**src/ddtk_div_cell.sv**
```systemverilog
module ddtk_div_cell #(
    parameter int LANES = 1,
    parameter int REM_W = 8,
    parameter int QUO_W = 8
) (
    input  logic                         clk,
    input  logic [REM_W-1:0]             den,
    input  logic [LANES-1:0][REM_W-1:0]  rem,
    input  logic [LANES-1:0][QUO_W-1:0]  quo,
    output logic [REM_W-1:0]             den_fwd,
    output logic [LANES-1:0][REM_W-1:0]  rem_fwd,
    output logic [LANES-1:0][QUO_W-1:0]  quo_fwd
);

    // One restoring division step per lane; the remainder stays below den.
    logic [REM_W-1:0]             den_reg;
    logic [LANES-1:0][REM_W-1:0]  rem_reg;
    logic [LANES-1:0][QUO_W-1:0]  quo_reg;
    logic [LANES-1:0][REM_W-1:0]  rem_next;
    logic [LANES-1:0][QUO_W-1:0]  quo_next;
    logic [LANES-1:0][REM_W-1:0]  shifted;

    always_comb
    begin
        for (int l = 0; l < LANES; l++)
        begin
            shifted[l] = {rem[l][REM_W-2:0], 1'b0};
            if (shifted[l] >= den)
            begin
                rem_next[l] = shifted[l] - den;
                quo_next[l] = {quo[l][QUO_W-2:0], 1'b1};
            end
            else
            begin
                rem_next[l] = shifted[l];
                quo_next[l] = {quo[l][QUO_W-2:0], 1'b0};
            end
        end
    end

    always_ff @(posedge clk)
    begin
        den_reg <= den;
        rem_reg <= rem_next;
        quo_reg <= quo_next;
    end

    assign den_fwd = den_reg;
    assign rem_fwd = rem_reg;
    assign quo_fwd = quo_reg;

endmodule

```
**config.mk**
```make
export PLATFORM = sky130hd
export DESIGN_NAME = ddtk_div_cell
export DESIGN_NICKNAME = d
export VERILOG_FILES = /design/src/ddtk_div_cell.sv
export SDC_FILE = /design/constraint.sdc
export NUM_CORES = 1
export LEC_CHECK = 0
export ABC_AREA = 1
export BUFFER_PORTS_ARGS = -buffer_cell sky130_fd_sc_hd__buf_4
export CAP_MARGIN = 20
export CORE_ASPECT_RATIO = 0.5
export CORE_MARGIN = 2
export CORE_UTILIZATION = 30
export DETAILED_ROUTE_END_ITERATION = 16
export SYNTH_ARGS = -nofsm -noshare
export SYNTH_HDL_FRONTEND = slang
export SYNTH_SLANG_ARGS = --single-unit
```
**constraint.sdc**
```tcl
create_clock -name clk -period 2.37 [get_ports clk]
set_input_delay 0.237 -clock clk [delete_from_list [all_inputs] [get_ports clk]]
set_output_delay 0.237 -clock clk [all_outputs]
set_load 0.005 [all_outputs]
```
==> flow_summary.ini <==
[finish]
layout.nets = 202
n_antenna_cell = 0
finalInstanceArea_sq_um = 1450
n_fill_cell = 312
areaGrowthSynthToFinish_pct = 47.6
drive_above_1_share_pct = 32.9
final_common_cell = buf_4
fin_util_pct = 47.2
instances_no_fill = 207
final_cell_mix = buf_4 (46), nand2_1 (38), dfxtp_1 (24)

[logic_synthesis]
synth_compound_area_share_pct = 2.68
synth_xor_xnor_area_share_pct = 1.79
yosysSeqAreaShare_pct = 49.0
ys_warn_count = 0
synth_fa_ha_area_share_pct = 12.2
synth.distinct_cells = 17
synthCells = 117
ys_ff_latch = 24
syn_area_per_cell_sq_um = 8.38
synthSimpleGateAreaFrac_pct = 27.7
synth.area.mux_share_pct = 0
syn-num-nets = 151
synth_top_family_by_area = simple AND/OR/NAND/NOR gates
syn_area_sq_um = 981

[placed_design]
hpwl_mm = 1.56
gp_congestion = 0.776
portBuffers = 46
dpl_cell_area_sq_um = 1380
place_inst = 203
pre_cts_ws_ps = 812

[global_route]
grt_pass1_wl_mm = 3.31
grt_max_degree = 15
grt_pass1_vias = 766
grt-ovfl-total = 0
antenna_found_initial = 0
gr-usage-all-layers_pct = 11.3

[worst_setup_path]
cp.required_ps = 2580
worstSetupEndpointType = register
crit_fanout = 9
cp_data_arrival_time_ps = 1480
start_kind = input pin
timing_worst_setup_path_type = in2reg

[floorplanning]
die_h_um = 44.4
die_w_um = 84.9
io_pins = 49
dieArea_sq_um = 3770
rows = 14
coreArea_sq_um = 3070
initial_core_util_pct = 32.0

[timing]
setup_ws_ps = 1110
finalHoldViolCount = 0
timing.fmax_mhz = 791
final.setup.tns_ps = 0
fin_crit_sh_pct = 53.4
rsz0062_at_grt = no
final-setup-viol-count = 0
slew_headroom_pct = 87.0
min_period_ps = 1260
tightestPinTransition_ps = 195
maxSlewViolCount = 0
hold-worst-slack_ps = 69.1

[detailed_routing]
wire_per_inst_um = 9.43
dr.pass1.iters = 4
via_per_inst = 4.02
via_count = 832
drc = 0
drt-total-wl_mm = 1.95
ant_nets = 0
drt_iter0_drc = 8

[cts]
cts_made_buffers = 3
cts_tree = done
clkSinkCount = 24
root_buffer = clkbuf_8
ctsResizeCount = 0
cts_setup_buffers = 0
cts.hold.buffers_added = 0
clockBufferDepth = 2
clk_pin_slew_ps = 80
htreeDepth = 1

[power]
finalPower_mw = 1.03
vdd_drop_max_v = 0.000250
power_density_nw_per_um2 = 712
p_leak_nw = 0.785

[status]
status = completed

[run]
maxCapViolCount = 0

[min_path]
hold_path.class = in2reg
[cell type report]
cell class                      instances  area [sq um]  area share, %
Sequential cell                        24           480           33.2
Multi-Input combinational cell         77           435           30.1
Timing Repair Buffer                   46           345           23.9
Inverter                               16          65.1           4.49
Tap cell                               40          50.0           3.46
Clock buffer                            3          41.3           2.85
Clock inverter                          1          30.0           2.07
[power breakdown]
part | leakage (nW) | total, mW | switching [mW] | internal [mW]
registers | 0.202 | 0.451 | 0.00900 | 0.442
logic | 0.547 | 0.222 | 0.104 | 0.118
clock network | 0.0357 | 0.358 | 0.133 | 0.226
total | 0.785 | 1.03 | 0.246 | 0.785
[cells in the mapped netlist]
cell type / instances / area [sq um]
nor2_1: 6 / 22.5
a21oi_1: 2 / 10.0
o21bai_1: 1 / 7.51
nand3b_1: 2 / 15.0
a21oi_2: 1 / 8.76
inv_6: 1 / 8.76
nand3_1: 11 / 55.1
xnor2_1: 2 / 17.5
inv_1: 15 / 56.3
or2_1: 2 / 12.5
fa_1: 1 / 20.0
nand2_4: 1 / 11.3
ha_1: 8 / 100
nor2_2: 1 / 6.26
nand2_1: 38 / 143
or2_2: 1 / 6.26
dfxtp_1: 24 / 480
[cell families (layout without fill, tap and decap cells)]
family,after synthesis,after routing
adders and majority gates,9,9
and+or+nand+nor,62,62
xor gates and xnor gates,2,2
AOI/OAI and AO/OA,4,4
buffers and inverters,16,66
DFF,24,24
[sequential cells by signal, indices dropped and copies added (netlist names)]
| signal | count |
|---|---|
| rem_fwd | 8 |
| quo_fwd | 8 |
| den_fwd | 8 |
[worst paths after layout]
path              startpoint          to  slack (ps)  cells after the start
setup / recovery      den[0]  rem_fwd[3]        1110                     10
hold / removal        quo[3]  quo_fwd[4]          70                      1
[layer usage]
layer | GRT usage [%] | wire length [um]
met4 | 2.86 | 0
met1 | 14.8 | 991
met5 | 0 | 0
met2 | 18.4 | 843
met3 | 3.92 | 117
[worst max-delay path: stages]
cell and delay [ps]:
buf_4 80, inv_1 80, fa_1 470, nand3_1 100, nand3_1 70, nand2_1 100, nand2_4 110, inv_6 110
nand2_1 50, nand2_1 60
Note: power is estimated with default switching activity, not from simulation.
