File: src/ddtk_sqrt_cell.sv
module ddtk_sqrt_cell #(
    parameter int RAD_W  = 8,
    parameter int REM_W  = 5,
    parameter int ROOT_W = 4
) (
    input  logic              clk,
    input  logic [RAD_W-1:0]  rad,
    input  logic [REM_W-1:0]  rem,
    input  logic [ROOT_W-1:0] root,
    output logic [RAD_W-1:0]  rad_fwd,
    output logic [REM_W-1:0]  rem_fwd,
    output logic [ROOT_W-1:0] root_fwd
);

    // One root bit per cell: two radicand bits enter the partial remainder.
    logic [RAD_W-1:0]  rad_reg;
    logic [REM_W-1:0]  rem_reg;
    logic [ROOT_W-1:0] root_reg;
    logic [RAD_W-1:0]  rad_next;
    logic [REM_W-1:0]  rem_next;
    logic [ROOT_W-1:0] root_next;
    logic [REM_W+1:0]  partial;
    logic [REM_W+1:0]  trial;

    always_comb
    begin
        partial  = {rem, rad[RAD_W-1 -: 2]};
        trial    = (REM_W+2)'({root, 2'b01});
        rad_next = {rad[RAD_W-3:0], 2'b00};
        if (partial >= trial)
        begin
            rem_next  = REM_W'(partial - trial);
            root_next = {root[ROOT_W-2:0], 1'b1};
        end
        else
        begin
            rem_next  = REM_W'(partial);
            root_next = {root[ROOT_W-2:0], 1'b0};
        end
    end

    always_ff @(posedge clk)
    begin
        rad_reg  <= rad_next;
        rem_reg  <= rem_next;
        root_reg <= root_next;
    end

    assign rad_fwd  = rad_reg;
    assign rem_fwd  = rem_reg;
    assign root_fwd = root_reg;

endmodule

File: config.mk
export PLATFORM = sky130hd
export DESIGN_NAME = ddtk_sqrt_cell
export DESIGN_NICKNAME = d
export VERILOG_FILES = /design/src/ddtk_sqrt_cell.sv
export SDC_FILE = /design/constraint.sdc
export NUM_CORES = 1
export LEC_CHECK = 0
export ABC_AREA = 0
export BUFFER_PORTS_ARGS = -buffer_cell sky130_fd_sc_hd__buf_4
export CORE_MARGIN = 3
export CORE_UTILIZATION = 30
export CTS_CLUSTER_DIAMETER = 60
export DETAILED_ROUTE_END_ITERATION = 12
export PLACE_DENSITY = 0.61
export SLEW_MARGIN = 10
export SYNTH_ARGS = -nofsm -noshare
export SYNTH_HDL_FRONTEND = slang
export SYNTH_SLANG_ARGS = --single-unit
File: constraint.sdc
create_clock -name clk -period 2.21 [get_ports clk]
set_input_delay 0.221 -clock clk [delete_from_list [all_inputs] [get_ports clk]]
set_output_delay 0.221 -clock clk [all_outputs]
set_load 0.02 [all_outputs]
==> impl_metrics.yaml <==
die:
  initial_core_util_pct: 33.1
  ioPinCount: 35
  die-area_um2: 2530
  die_x_um: 50.3
  placementRows: 15
  core-area_um2: 1780
  die-height_um: 50.3
place:
  port_buffers: 32
  post-dp-hpwl_um: 871
  gp_congestion: 0.690
route:
  dr.pass1.iters: 2
  wl_per_cell_um: 9.31
  ant_nets: 0
  remaining_drc_errors: 0
  drtIter0Drc: 2
  viasPerCell: 4.09
  via_count: 454
  routed_wl_um: 1030
synthesis:
  ys_types: 18
  synth_area_um2: 589
  synth_area_leaders: "dfxtp_1, ha_1, mux2_2"
  synth_top_cell_area_share_pct: 51.0
  synth_top_area_cell: "dfxtp_1"
  synth_seq_area_share_pct: 51.0
  yosysWarningCount: 0
  syn_avg_cell_area_um2: 11.6
  syn_inst: 51
  ys_ff_latch: 15
clock_network:
  cts_buffer_depth: 2
  ctsRootBufferMaster: "clkbuf_4"
  htree_levels: 1
  cts_tree: "built"
  cts.clk_slew.worst_paths_ns: 0.08
  cts_resized: 0
  cts_hold_buffers: 0
  cts_buffers: 3
  cts_sinks: 15
  cts_setup_buffers: 0
global_routing:
  grt_antenna_before_repair: 0
  grt_max_degree: 9
  grt_pass1_vias: 438
  globalRoute.totalOverflow: 0
  grt_first_pass_wirelength_um: 1790
  grtUsageTotal_pct: 9.25
worst_setup_path:
  arrival_ns: 1.91
  critical_path.max_fanout: 6
  path_buf_inv: 1
  crit_type: "primary input to flop"
  critical_path_required_ns: 2.37
  critPathMaxStageDelay_ns: 0.56
  start_kind: "primary input"
  cpLargestDelayFamily: "compound AO/OA/AOI/OAI gates"
  end_kind: "flop"
  critPathSlowestCell: "a2111oi_4"
  path_cells: "buf_4 > ha_1 > nor4_1 > nor3_1 > a2111oi_4 > mux2_2"
finish:
  final_common_cell: "buf_4"
  area_growth_pct: 48.6
  nNetsFinal: 111
  seqCellArea_um2: 300
  multi_input_area_um2: 251
  drive_gt1_share_pct: 46.5
  antenna_cells: 0
  nFillCells: 173
  mostFrequentLayoutCells: "buf_4, dfxtp_1, inv_1"
sta:
  setup_violations: 0
  fmax_mhz: 573
  period_share_pct: 79.0
  fin_crit_ns: 1.75
  totalNegativeSetupSlack_ns: 0
  rsz0062_at_grt: "no"
  worst_slew_pin_slew_ns: 0.536
  final_hold_viol_count: 0
  slew_viol_final: 0
  slew_headroom_pct: 64.2
  hold_ws_ns: 0.0522
power_and_ir_drop:
  power_density_nw_per_um2: 702
  vdd_drop_max_uv: 248
  p_leak_nw: 0.437
hold_path:
  hp-class: "primary input to flop"
run_status:
  status: "finished clean"
flow_run:
  cap_viol_max_count: 0
==> layer usage <==
layer / GRT usage [%] / up-vias / part of all wire (%)
met1: 10.6 / 195 / 41
met3: 3.26 / 2 / 12
li1: - / 233 / -
met5: 0 / - / 0
met2: 14.1 / 24 / 44
met4: 6.73 / 0 / 1.8
==> cell usage after synthesis (all sizes together) <==
cell type  number
inv             7
nand2b          1
nand4b          1
xnor2           3
a21o            1
a2111oi         1
conb            1
o21a            1
buf             2
nor3            1
mux2i           1
a21oi           1
xor2            1
nor2            4
dfxtp          15
nor4            1
ha              6
mux2            3
==> registers in the layout, indices dropped and copies added, names as in the netlist <==
| register | flops |
|---|---|
| rad_fwd | 6 |
| rem_fwd | 5 |
| root_fwd | 4 |
==> cell type report <==
| cell class | instances | share of cell area, % |
|---|---|---|
| flip-flops and latches | 15 | 34.3 |
| clock buffers | 4 | 3.00 |
| well taps | 25 | 3.57 |
| inverters | 7 | 3.00 |
| multi-input cells | 28 | 28.7 |
| repair buffers | 32 | 27.4 |
==> power breakdown <==
part / internal (W) / total (W) / switching, W
Clock: 0.0000697 / 0.000143 / 0.0000735
Sequential: 0.000297 / 0.000303 / 0.00000589
Combinational: 0.0000865 / 0.000169 / 0.0000823
Total: 0.000453 / 0.000615 / 0.000162
==> path summary, 6_finish.rpt <==
kind	start	endpoint	slack (ns)	depth (start not counted)
max	rem[0]	rem_fwd[3]$_DFF_P_	0.46	6
min	rad[2]	rad_fwd[4]$_DFF_P_	0.05	1
==> cell families after synthesis <==
logic type,synth area share [%]
buf+inv,7.01
fa+ha+maj,12.7
simple gates,7.01
flops,51.0
xor+xnor,5.95
compound gates,8.28
mux,7.43
other cells,0.636
==> metrics by stage <==
step / setup slack, ns / power (W) / instance area [um^2] / cells / utilization (%)
2_1_floorplan: 0.406 / 0.000409 / 593 / 52 / -
3_3_place_gp: 0.167 / 0.000480 / 850 / 107 / 47.6
3_5_place_dp: 0.157 / 0.000480 / 850 / 107 / 47.6
4_1_cts: 0.443 / 0.000628 / 876 / 111 / 49.1
5_1_grt: 0.287 / 0.000662 / 876 / 111 / 49.1
6_report: 0.463 / 0.000615 / 876 / 111 / 49.1
No activity file was read; power rests on OpenSTA's default activity.
